`src/rtl/core/ketq_pkg.sv`:
```
package ketq_pkg;

  // Sizes of the held-key table and the event queue.
  localparam int unsigned MAX_KEYS    = 8;
  localparam int unsigned QUEUE_DEPTH = 16;

  // Index and count widths derived from the sizes.
  localparam int unsigned KIDX_W = (MAX_KEYS > 1) ? $clog2(MAX_KEYS) : 1;
  localparam int unsigned KCNT_W = $clog2(MAX_KEYS + 1);
  localparam int unsigned QIDX_W = $clog2(QUEUE_DEPTH);

  // Field widths of an item.
  localparam int unsigned CODE_W = 8;
  localparam int unsigned KIND_W = 2;
  localparam int unsigned ENTRY_W = KIND_W + CODE_W;

  // Reset value of the ignore threshold.
  localparam logic [CODE_W-1:0] IGNORE_RESET = 8'd2;

  typedef enum logic [1:0] {
    OP_KEY_DOWN = 2'd0,
    OP_KEY_UP   = 2'd1,
    OP_TICK     = 2'd2,
    OP_DRAIN    = 2'd3
  } op_t;

  typedef enum logic [KIND_W-1:0] {
    KIND_PRESSED  = 2'd0,
    KIND_RELEASED = 2'd1,
    KIND_HELD     = 2'd2,
    KIND_ERROR    = 2'd3
  } kind_t;

endpackage

```
`src/rtl/core/key_event_tracker_queue.sv`:
```
// Key event tracker with an ordered held-key table and an event queue.
//
// Input items arrive on the s_ channel: s_tuser carries the opcode (key down,
// key up, tick, drain) and s_tdata the key code. Result items leave on the m_
// channel: m_tuser carries the event kind, m_tdata the key code and m_tlast
// marks the final result of one input item; only a drain and an error give
// results. The ignore threshold is written through cfg_we and cfg_data.
//
// One item is taken at a time. The table and the queue sit in memories with
// one write and one read port and a registered read, so each entry is read
// and then compared or written. A key down scans the table, then appends the
// key; a key up scans up to the match, then moves each later entry down; a
// tick queues a held event per entry and a drain hands each queued event to
// the output while the output flows. An ignored key, an empty tick or drain
// and an item while halted leave the block idle; an error goes on to the error state.
//
// Reset clears the counts and the halt flag and sets the threshold to 2;
// memory contents are left as they are. An error emits one result and halts
// the block: later items are taken and dropped until reset. When the receiver
// stalls, the output register holds its item and the drain or error waits.
module key_event_tracker_queue
  import ketq_pkg::*;
(
  input  logic                clk,
  input  logic                rst,
  input  logic                cfg_we,
  input  logic [CODE_W-1:0]   cfg_data,
  input  logic                s_tvalid,
  output logic                s_tready,
  input  logic [7:0]          s_tdata,   // [7:0] key_code
  input  logic [1:0]          s_tuser,   // [1:0] opcode
  output logic                m_tvalid,
  input  logic                m_tready,
  output logic [7:0]          m_tdata,   // [7:0] event_code
  output logic [KIND_W-1:0]   m_tuser,   // [1:0] event_kind
  output logic                m_tlast
);

  typedef enum logic [10:0] {
    ST_IDLE      = 11'b000_0000_0001,
    ST_SCAN_RD   = 11'b000_0000_0010,
    ST_SCAN_CMP  = 11'b000_0000_0100,
    ST_DOWN_END  = 11'b000_0000_1000,
    ST_SHIFT_RD  = 11'b000_0001_0000,
    ST_SHIFT_WR  = 11'b000_0010_0000,
    ST_TICK_RD   = 11'b000_0100_0000,
    ST_TICK_WR   = 11'b000_1000_0000,
    ST_DRAIN_RD  = 11'b001_0000_0000,
    ST_DRAIN_OUT = 11'b010_0000_0000,
    ST_ERR       = 11'b100_0000_0000
  } state_t;

  // Control registers.
  state_t              state, state_next;
  logic [KCNT_W-1:0]   held_count, held_count_next;
  logic [QIDX_W-1:0]   event_count, event_count_next;
  logic                halted, halted_next;
  logic [CODE_W-1:0]   ignore_below;
  logic [KIDX_W-1:0]   hidx, hidx_next;
  logic [QIDX_W-1:0]   eidx, eidx_next;

  // Captured item.
  op_t                 op, op_next;
  logic [CODE_W-1:0]   code, code_next;

  // Output register.
  logic                m_tvalid_next, m_tlast_next;
  logic [CODE_W-1:0]   m_tdata_next;
  logic [KIND_W-1:0]   m_tuser_next;

  // Memories and their ports.
  logic [CODE_W-1:0]   held_mem [MAX_KEYS];
  logic [ENTRY_W-1:0]  ev_mem   [QUEUE_DEPTH];
  logic [CODE_W-1:0]   held_rd;
  logic [ENTRY_W-1:0]  ev_rd;
  logic                held_we;
  logic [KIDX_W-1:0]   held_waddr;
  logic [CODE_W-1:0]   held_wdata;
  logic                ev_we;
  logic [ENTRY_W-1:0]  ev_wdata;

  logic                accept, out_free, last_key, last_ev, queue_open;

  assign s_tready   = (state == ST_IDLE);
  assign accept     = s_tvalid && s_tready;
  assign out_free   = !m_tvalid || m_tready;
  assign last_key   = (KCNT_W'(hidx) + KCNT_W'(1)) == held_count;
  assign last_ev    = (eidx + QIDX_W'(1)) == event_count;
  assign queue_open = event_count != QIDX_W'(QUEUE_DEPTH - 1);

  // Held-key table: one write and one registered read per cycle.
  always_ff @(posedge clk) begin
    if (held_we) begin
      held_mem[held_waddr] <= held_wdata;
    end
    held_rd <= held_mem[hidx];
  end

  // Event queue: one write and one registered read per cycle.
  // An event pushed onto a full queue is dropped.
  always_ff @(posedge clk) begin
    if (ev_we) begin
      ev_mem[event_count] <= ev_wdata;
    end
    ev_rd <= ev_mem[eidx];
  end

  // Sequencer for table scans, shifts, ticks and drains.
  always_comb begin
    state_next       = state;
    held_count_next  = held_count;
    event_count_next = event_count;
    halted_next      = halted;
    hidx_next        = hidx;
    eidx_next        = eidx;
    op_next          = op;
    code_next        = code;
    m_tvalid_next    = m_tvalid && !m_tready;
    m_tdata_next     = m_tdata;
    m_tuser_next     = m_tuser;
    m_tlast_next     = m_tlast;
    held_we          = 1'b0;
    held_waddr       = hidx;
    held_wdata       = code;
    ev_we            = 1'b0;
    ev_wdata         = {KIND_PRESSED, code};

    case (state)
      ST_IDLE: begin
        if (accept && !halted) begin
          op_next   = op_t'(s_tuser);
          code_next = s_tdata;
          hidx_next = '0;
          eidx_next = '0;
          case (op_t'(s_tuser))
            OP_KEY_DOWN: begin
              if (s_tdata >= ignore_below) begin
                state_next = (held_count == '0) ? ST_DOWN_END : ST_SCAN_RD;
              end
            end
            OP_KEY_UP: begin
              state_next = (held_count == '0) ? ST_ERR : ST_SCAN_RD;
            end
            OP_TICK: begin
              if (held_count != '0) begin
                state_next = ST_TICK_RD;
              end
            end
            default: begin
              if (event_count != '0) begin
                state_next = ST_DRAIN_RD;
              end
            end
          endcase
        end
      end

      ST_SCAN_RD: begin
        state_next = ST_SCAN_CMP;
      end

      // Compare one table entry against the captured key.
      ST_SCAN_CMP: begin
        if (held_rd == code) begin
          if (op == OP_KEY_DOWN) begin
            state_next = ST_ERR;
          end else begin
            ev_we    = queue_open;
            ev_wdata = {KIND_RELEASED, code};
            if (queue_open) begin
              event_count_next = event_count + QIDX_W'(1);
            end
            if (last_key) begin
              held_count_next = held_count - KCNT_W'(1);
              state_next      = ST_IDLE;
            end else begin
              hidx_next  = hidx + KIDX_W'(1);
              state_next = ST_SHIFT_RD;
            end
          end
        end else if (last_key) begin
          state_next = (op == OP_KEY_DOWN) ? ST_DOWN_END : ST_ERR;
        end else begin
          hidx_next  = hidx + KIDX_W'(1);
          state_next = ST_SCAN_RD;
        end
      end

      // No duplicate found: append the key unless the table is full.
      ST_DOWN_END: begin
        if (held_count == KCNT_W'(MAX_KEYS)) begin
          state_next = ST_ERR;
        end else begin
          held_we         = 1'b1;
          held_waddr      = KIDX_W'(held_count);
          held_count_next = held_count + KCNT_W'(1);
          ev_we           = queue_open;
          if (queue_open) begin
            event_count_next = event_count + QIDX_W'(1);
          end
          state_next = ST_IDLE;
        end
      end

      ST_SHIFT_RD: begin
        state_next = ST_SHIFT_WR;
      end

      // Move one entry down by one place to close the gap.
      ST_SHIFT_WR: begin
        held_we    = 1'b1;
        held_waddr = hidx - KIDX_W'(1);
        held_wdata = held_rd;
        if (last_key) begin
          held_count_next = held_count - KCNT_W'(1);
          state_next      = ST_IDLE;
        end else begin
          hidx_next  = hidx + KIDX_W'(1);
          state_next = ST_SHIFT_RD;
        end
      end

      ST_TICK_RD: begin
        state_next = ST_TICK_WR;
      end

      // Queue a held event for one table entry.
      ST_TICK_WR: begin
        ev_we    = queue_open;
        ev_wdata = {KIND_HELD, held_rd};
        if (queue_open) begin
          event_count_next = event_count + QIDX_W'(1);
        end
        if (last_key) begin
          state_next = ST_IDLE;
        end else begin
          hidx_next  = hidx + KIDX_W'(1);
          state_next = ST_TICK_RD;
        end
      end

      ST_DRAIN_RD: begin
        state_next = ST_DRAIN_OUT;
      end

      // Hand one queued event to the output register.
      ST_DRAIN_OUT: begin
        if (out_free) begin
          m_tvalid_next = 1'b1;
          m_tuser_next  = ev_rd[ENTRY_W-1:CODE_W];
          m_tdata_next  = ev_rd[CODE_W-1:0];
          m_tlast_next  = last_ev;
          if (last_ev) begin
            event_count_next = '0;
            state_next       = ST_IDLE;
          end else begin
            eidx_next  = eidx + QIDX_W'(1);
            state_next = ST_DRAIN_RD;
          end
        end
      end

      // Emit the error result and halt.
      ST_ERR: begin
        if (out_free) begin
          m_tvalid_next = 1'b1;
          m_tuser_next  = KIND_ERROR;
          m_tdata_next  = code;
          m_tlast_next  = 1'b1;
          halted_next   = 1'b1;
          state_next    = ST_IDLE;
        end
      end

      default: begin
        state_next = ST_IDLE;
      end
    endcase
  end

  // Control state.
  always_ff @(posedge clk) begin
    if (rst) begin
      state       <= ST_IDLE;
      held_count  <= '0;
      event_count <= '0;
      halted      <= 1'b0;
      m_tvalid    <= 1'b0;
    end else begin
      state       <= state_next;
      held_count  <= held_count_next;
      event_count <= event_count_next;
      halted      <= halted_next;
      m_tvalid    <= m_tvalid_next;
    end
  end

  // Threshold register.
  always_ff @(posedge clk) begin
    if (rst) begin
      ignore_below <= IGNORE_RESET;
    end else if (cfg_we) begin
      ignore_below <= cfg_data;
    end
  end

  // Payload and index registers.
  always_ff @(posedge clk) begin
    hidx    <= hidx_next;
    eidx    <= eidx_next;
    op      <= op_next;
    code    <= code_next;
    m_tdata <= m_tdata_next;
    m_tuser <= m_tuser_next;
    m_tlast <= m_tlast_next;
  end

  // The queue never counts past its emittable depth.
  assert property (@(posedge clk) disable iff (rst)
    event_count <= QIDX_W'(QUEUE_DEPTH - 1))
    else $error("event count beyond queue depth");

  // The table never holds more keys than it has entries.
  assert property (@(posedge clk) disable iff (rst)
    held_count <= KCNT_W'(MAX_KEYS))
    else $error("held count beyond table size");

  // An error result on the output means the block has halted.
  assert property (@(posedge clk) disable iff (rst)
    m_tvalid && (m_tuser == KIND_ERROR) |-> halted)
    else $error("error result without halt");

  // Once halted, the block stays halted until reset.
  assert property (@(posedge clk) disable iff (rst)
    halted |=> halted)
    else $error("halt flag cleared without reset");

endmodule

```
`config.mk`:
```
export PLATFORM = sky130hd
export DESIGN_NAME = key_event_tracker_queue
export DESIGN_NICKNAME = d
export VERILOG_FILES = /design/src/rtl/core/ketq_pkg.sv /design/src/rtl/core/key_event_tracker_queue.sv
export SDC_FILE = /design/constraint.sdc
export NUM_CORES = 1
export LEC_CHECK = 0
export BUFFER_PORTS_ARGS = -buffer_cell sky130_fd_sc_hd__buf_2
export CORE_ASPECT_RATIO = 0.9
export CORE_MARGIN = 2
export CORE_UTILIZATION = 45
export DETAILED_ROUTE_END_ITERATION = 7
export PLACE_DENSITY_LB_ADDON = 0.3
export SYNTH_ARGS = -nofsm -noshare
export SYNTH_HDL_FRONTEND = slang
export SYNTH_SLANG_ARGS = --single-unit
```
`constraint.sdc`:
```
create_clock -name clk -period 2.8 [get_ports clk]
set_clock_uncertainty 0.1 [all_clocks]
set_input_delay 0.14 -clock clk [delete_from_list [all_inputs] [get_ports clk]]
set_output_delay 0.14 -clock clk [all_outputs]
set_load 0.005 [all_outputs]
```
==> flow_summary_export.csv, run 1 <==
group,metric,value,unit
sta,setup_violations,0,
setup_path,worstSetupPathType,"register to register",
die,rows,58,
sta,rsz0062_at_grt,"false",
cells_and_area,layout-drive-gt1-share,0.2644,
power_and_ir_drop,p_per_area,794.9,nW/um^2
route,post-route-drc-count,0,
grt,track_usage,0.1938,
setup_path,required,2930,ps
die,coreArea,27720,sq um
grt,met3_usage,0.02348,
setup_path,r2r_end,"ev_mem[6][0]",
clock_tree,cts_max_level,1,
die,die_area,29330,sq um
clock_tree,cts_buffers,30,
setup_path,startpoint,"code[1]",
route,num_vias,7204,
synthesis,yosys.area.top_type,"edfxtp_1",
power_and_ir_drop,power,0.01195,W
synthesis,synth.most_common_cell,"edfxtp_1",
clock_tree,cts_buffer_depth,3,
synthesis,syn_area_per_cell,16.22,sq um
clock_tree,clk_pin_slew,60,ps
grt,use_met1,0.2747,
route,via_per_inst,5.615,
sta,hold_violations,0,
grt,antenna_found_initial,0,
synthesis,synth.ff_latch_count,299,
grt,use_met2,0.3206,
cells_and_area,fin_cells,1283,
setup_path,end_kind,"register",
setup_path,cpMaxStageDelayCell,"or4_4",
route,avgRoutedWirePerCell,21.63,um
grt,grt_max_degree,42,
power_and_ir_drop,peakVddDrop,0.0004777,V
die,ios,36,
outcome,outcome,"complete, no violations",
route,postRouteAntennaNets,0,
hold_path,holdPathEnd,"code[7]",
synthesis,synth_edf_count,252,
sta,final.setup.worst_slack,129.2,ps
placed_design,hpwl,18600,um
placed_design,numPortBuffers,35,
route,wl,27750,um
clock_tree,cts_tree,"yes",
route,dr.pass1.iters,6,
sta,tns,0,ps
grt,grt_pass1_vias,7299,
setup_path,path_cells,"xnor2_1 > nand4_1 > or4_4 > inv_4 > o31a_4 > and3_2",
sta,worstMarginPinSlew,630.8,ps
setup_path,rrSetupSlack,130,ps
clock_tree,root_buffer,"clkbuf_16",
clock_tree,clock_sinks,299,
cells_and_area,nets,941,
setup_path,cp.arrival,2800,ps
clock_tree,insertion_delay,560,ps
cells_and_area,area_growth,19.41,%
sta,post-route-min-period,2671,ps
setup_path,worst_setup_path_start_kind,"register",
grt,grt_pass1_wl,43500,um
placed_design,dp_slack,136.0,ps
sta,worst_hold_slack,255.3,ps
synthesis,netlist_top_cells_count,"edfxtp_1, nand2_1, mux4_2, dfxtp_1, nor2_1",
synthesis,synth_area_leaders,"edfxtp_1, mux4_2, dfxtp_1, nand2_1, ha_1",
setup_path,max_stage_delay,610,ps
hold_path,whs_path_depth,2,
die,dieWidth,180.3,um
placed_design,place_inst,1192,
hold_path,hold_class,"input port to register",
cells_and_area,antenna_cells,0,
sta,maxSlewViolCount,0,
synthesis,synth.distinct_cells,71,
placed_design,gp_congestion,0.8832,
job,maxCapViolations,0,
synthesis,yosys_warnings,0,
die,die_h,162.7,um
synthesis,syn_inst,776,
synthesis,synthArstFlopShare,0,
setup_path,reg2regPathDepth,6,
sta,finalCritPeriodShare,0.9538,
die,start_util,0.4541,
sta,maxSlewHeadroom,0.5750,
setup_path,reg2reg_from,"code[1]",
route,drt-initial-drc-count,762,
synthesis,synth_ff_type,"edfxtp_1",
cells_and_area,nFillCells,2240,
synthesis,syn_area,12590,sq um
grt,busiest_layer,"met2",
setup_path,worst-path-max-fanout,17,
synthesis,seq_area_frac_synth,0.6759,
synthesis,synth.top_cell.area_share,0.6011,
power_and_ir_drop,leakage,5.254,nW
grt,grt-ovfl-total,0,
hold_path,hp-start,"s_tdata[7]",
sta,fmax,0.3744,GHz
==> cell usage in the layout, fill, tap and decap left out, types with 10 or more instances in the layout <==
cell,n
a21oi_1,14
and3_1,11
buf_2,35
buf_4,43
clkbuf_16,30
conb_1,10
dfxtp_1,47
dlygate4sd3_1,36
edfxtp_1,252
ha_1,17
inv_1,18
mux2_2,17
mux4_2,66
nand2_1,67
nand3_1,11
nor2_1,44
nor3_1,13
o21ai_0,13
xnor2_1,15
==> flip-flops by register name (all words and copies together) (netlist names) <==
signal,cells
ev_mem,160
held_mem,64
state,11
ev_rd,10
code,8
held_rd,8
ignore_below,8
m_tdata,8
eidx,4
event_count,4
held_count,4
hidx,3
m_tuser,2
op,2
halted,1
m_tlast,1
m_tvalid,1
==> layer usage <==
layer  vias up  share of wire
li1       3278              -
met1      3649           0.44
met2       216           0.48
met3        61          0.048
met4         0          0.028
met5         -              0
==> cells by family (layout without fill, tap and decap cells) <==
kind of cell,count (synthesis),count (layout),share of synthesized area
muxes,91,91,0.1396
adders and majority gates,18,18,0.01849
other,1,10,0.0002979
DFF,299,299,0.6759
AOI/OAI and AO/OA,65,65,0.03727
buffers and inverters,57,195,0.01978
and+or+nand+nor,221,221,0.09194
xor gates and xnor gates,24,24,0.01670
==> layout make-up <==
cell class / count / area, sq um / share of cell area
well taps: 360 / 450.4 / 0.02997
clock inverters: 16 / 269.0 / 0.01790
repair buffers: 120 / 978.4 / 0.06509
multi-input cells: 429 / 3924 / 0.2610
inverters: 20 / 77.57 / 0.005161
flip-flops and latches: 299 / 8508 / 0.5660
clock buffers: 39 / 824.5 / 0.05485
==> worst max-delay path: cells and delay by family, from the launching register on <==
family	cells	cell delay, ps
DFF	1	470
and+or+nand+nor	3	1250
AOI/OAI and AO/OA	1	220
buffers and inverters	1	80
xor gates and xnor gates	1	230
==> per-stage QoR <==
| step | instance area, sq um | util |
|---|---|---|
| final | 15030 | 0.5422 |
| after global routing | 15030 | 0.5422 |
| after CTS | 15000 | 0.5413 |
| after detailed placement | 13550 | 0.4888 |
| after global placement | 13550 | 0.4888 |
| after floorplan | 12660 | - |
==> worst max path at each step <==
stage                     slack, ps             end
after floorplan                  10  held_mem[4][0]
after global placement          210  held_mem[5][2]
after detailed placement        140  held_mem[4][6]
after CTS                       110  held_mem[4][3]
after global routing              6   ev_mem[11][0]
final                           130    ev_mem[6][0]
==> where the power goes <==
group	internal (W)	total [W]	switching, W
clock network	0.00272	0.00436	0.00164
logic	0.000960	0.00213	0.00117
registers	0.00526	0.00546	0.000200
==> timing repair <==
action,in CTS,in global routing
setup endpoints to repair,0,40
endpoints found under the hold margin,23,0
gates resized for setup,0,4
setup buffers,0,0
hold buffers,36,0
Power figures use the tool's default switching activity.
==> run 2, diff against run 1 <==
Settings changed: CORE_UTILIZATION 45 to 40, MAX_ROUTING_LAYER set to met4, PLACE_DENSITY set to 0.64, PLACE_DENSITY_LB_ADDON 0.3 to unset.
==> run 2 against run 1 <==
First-iteration DRC count is 7.1% lower. Critical path type unchanged. Die area is 12% higher. Largest power group unchanged. Critical path depth stayed put. Fmax is 0.44% higher. Sequential power hardly changed. Via count is 0.89% lower. Global-route usage is 1.3 points lower. Register-to-register slack hardly changed.
==> flow_summary_export.csv, run 2 (synthesis gave the netlist of run 1 again) <==
group,metric,value,unit
setup_path,reg2regPathDepth,6,
setup_path,reg2reg_from,"code[1]",
die,ios,36,
sta,hold_violations,0,
power_and_ir_drop,p_per_area,758.2,nW/um^2
setup_path,cpMaxStageDelayCell,"or4_4",
hold_path,hold_class,"input port to register",
cells_and_area,multi_input_area,3896,sq um
placed_design,hpwl,19530,um
setup_path,path_cells,"xnor2_1 > nand4_1 > or4_4 > inv_4 > o31a_4 > and3_2",
route,drt-initial-drc-count,708,
setup_path,path_buf_inv,1,
sta,maxSlewViolCount,0,
power_and_ir_drop,peakVddDrop,0.0005854,V
clock_tree,clk_pin_slew,60,ps
setup_path,crit_family,"simple AND/OR/NAND/NOR gates",
sta,finalCritPeriodShare,0.9497,
clock_tree,root_buffer,"clkbuf_16",
sta,fmax,0.3761,GHz
grt,grt_pass1_wl,43400,um
setup_path,r2r_end,"ev_mem[6][4]",
setup_path,required,2920,ps
sta,maxSlewHeadroom,0.5257,
cells_and_area,seq_area,8511,sq um
setup_path,cp.arrival,2780,ps
sta,rsz0062_at_grt,"true",
setup_path,worst_setup_path_start_kind,"register",
die,coreArea,30910,sq um
placed_design,gp_congestion,0.8993,
route,postRouteAntennaNets,0,
cells_and_area,utilization,0.4832,
setup_path,end_kind,"register",
die,start_util,0.4072,
cells_and_area,final_common_cell,"edfxtp_1",
die,rows,61,
cells_and_area,nFillCells,2639,
grt,grt_pass1_vias,7005,
die,die_area,32910,sq um
sta,worst_hold_slack,222.6,ps
grt,grt_max_degree,44,
cells_and_area,nets,948,
clock_tree,insertion_delay,550,ps
setup_path,path_depth,6,
die,dieWidth,191.0,um
die,die_h,172.3,um
clock_tree,clock_sinks,299,
route,avgRoutedWirePerCell,20.98,um
setup_path,rrSetupSlack,140,ps
route,num_vias,7140,
route,via_per_inst,5.328,
grt,track_usage,0.1811,
cells_and_area,area_growth,18.66,%
route,wl,28110,um
cells_and_area,largestRegisters,"ev_mem (160), held_mem (64), state (11)",
setup_path,max_stage_delay,620,ps
outcome,outcome,"complete, no violations",
setup_path,worstSetupEndpoint,"ev_mem[6][4]",
clock_tree,cts_tree,"yes",
cells_and_area,layout_common_cells,"edfxtp_1, nand2_1, mux4_2, buf_4, dfxtp_1",
clock_tree,cts_buffers,29,
sta,setup_violations,0,
setup_path,worstSetupPathType,"register to register",
setup_path,startpoint,"code[1]",
route,dr.pass1.iters,5,
cells_and_area,layout-drive-gt1-share,0.2581,
route,post-route-drc-count,0,
power_and_ir_drop,leakage,5.185,nW
grt,antenna_found_initial,1,
clock_tree,cts_max_level,1,
sta,worstMarginPinSlew,707.6,ps
setup_path,worst-path-max-fanout,17,
clock_tree,cts_buffer_depth,3,
cells_and_area,largest_reg_flops,160,
job,maxCapViolations,0,
grt,grt-ovfl-total,0,
cells_and_area,top_register,"ev_mem",
sta,post-route-min-period,2659,ps
placed_design,numPortBuffers,35,
==> run 2: what timing repair did <==
action / 4_1_cts / 5_1_grt
setup buffers: 0 / 1
hold buffers: 36 / 0
gates resized for setup: 0 / 3
endpoints found under the hold margin: 25 / 0
setup endpoints to repair: 0 / 101
==> run 2: worst reg2reg max path, cell delays in order, from the launching register on <==
cell and delay, ps:
edfxtp_1 450, xnor2_1 180, nand4_1 260, or4_4 630
inv_4 80, o31a_4 240, and3_2 390
==> run 2: stage by stage <==
| stage | instance area, sq um | cells | setup TNS, ps | power, W | setup WS, ps |
|---|---|---|---|---|---|
| finish | 14940 | 1340 | 0 | 0.01133 | 140.8 |
| global route | 14940 | 1340 | -424.0 | 0.01178 | -45.64 |
| CTS | 14920 | 1338 | 0 | 0.01142 | 102.6 |
| detailed placement | 13650 | 1248 | 0 | 0.007657 | 94.31 |
| global placement | 13650 | 1248 | 0 | 0.007635 | 178.4 |
| floorplan | 12660 | 785 | 0 | 0.006902 | 10.61 |
==> run 2: worst min path at each step <==
| stage | startpoint | to | slack, ps | cells after the start |
|---|---|---|---|---|
| 2_1_floorplan | s_tdata[0] | code[0] | 140 | 0 |
| 3_3_place_gp | s_tdata[0] | code[0] | 240 | 1 |
| 3_5_place_dp | s_tdata[0] | code[0] | 240 | 1 |
| 4_1_cts | s_tdata[0] | code[0] | 200 | 2 |
| 5_1_grt | s_tdata[0] | code[0] | 230 | 2 |
| 6_report | s_tdata[0] | code[0] | 220 | 2 |
==> run 2: area by class of cell <==
type / count / area share
sequential: 299 / 0.5698
antenna: 1 / 0.0001675
tap: 409 / 0.03426
clock inverter: 16 / 0.008628
multi-input combinational: 429 / 0.2608
clock buffer: 38 / 0.05219
inverter: 20 / 0.005194
timing repair buffer: 128 / 0.06894
==> run 2: power by group <==
| group | leakage (nW) | switching (W) | total (W) | internal [W] |
|---|---|---|---|---|
| logic | 2.08 | 0.00117 | 0.00214 | 0.000970 |
| registers | 2.67 | 0.000193 | 0.00545 | 0.00526 |
| clock network | 0.439 | 0.00159 | 0.00373 | 0.00214 |
==> run 2: metal layers <==
metal,global-route usage,up-vias,wire length [um]
met1,0.2597,3616,13000
met5,-,-,0
li1,-,3284,-
met3,0.02253,45,1270
met2,0.2754,195,13150
met4,0.04685,0,696
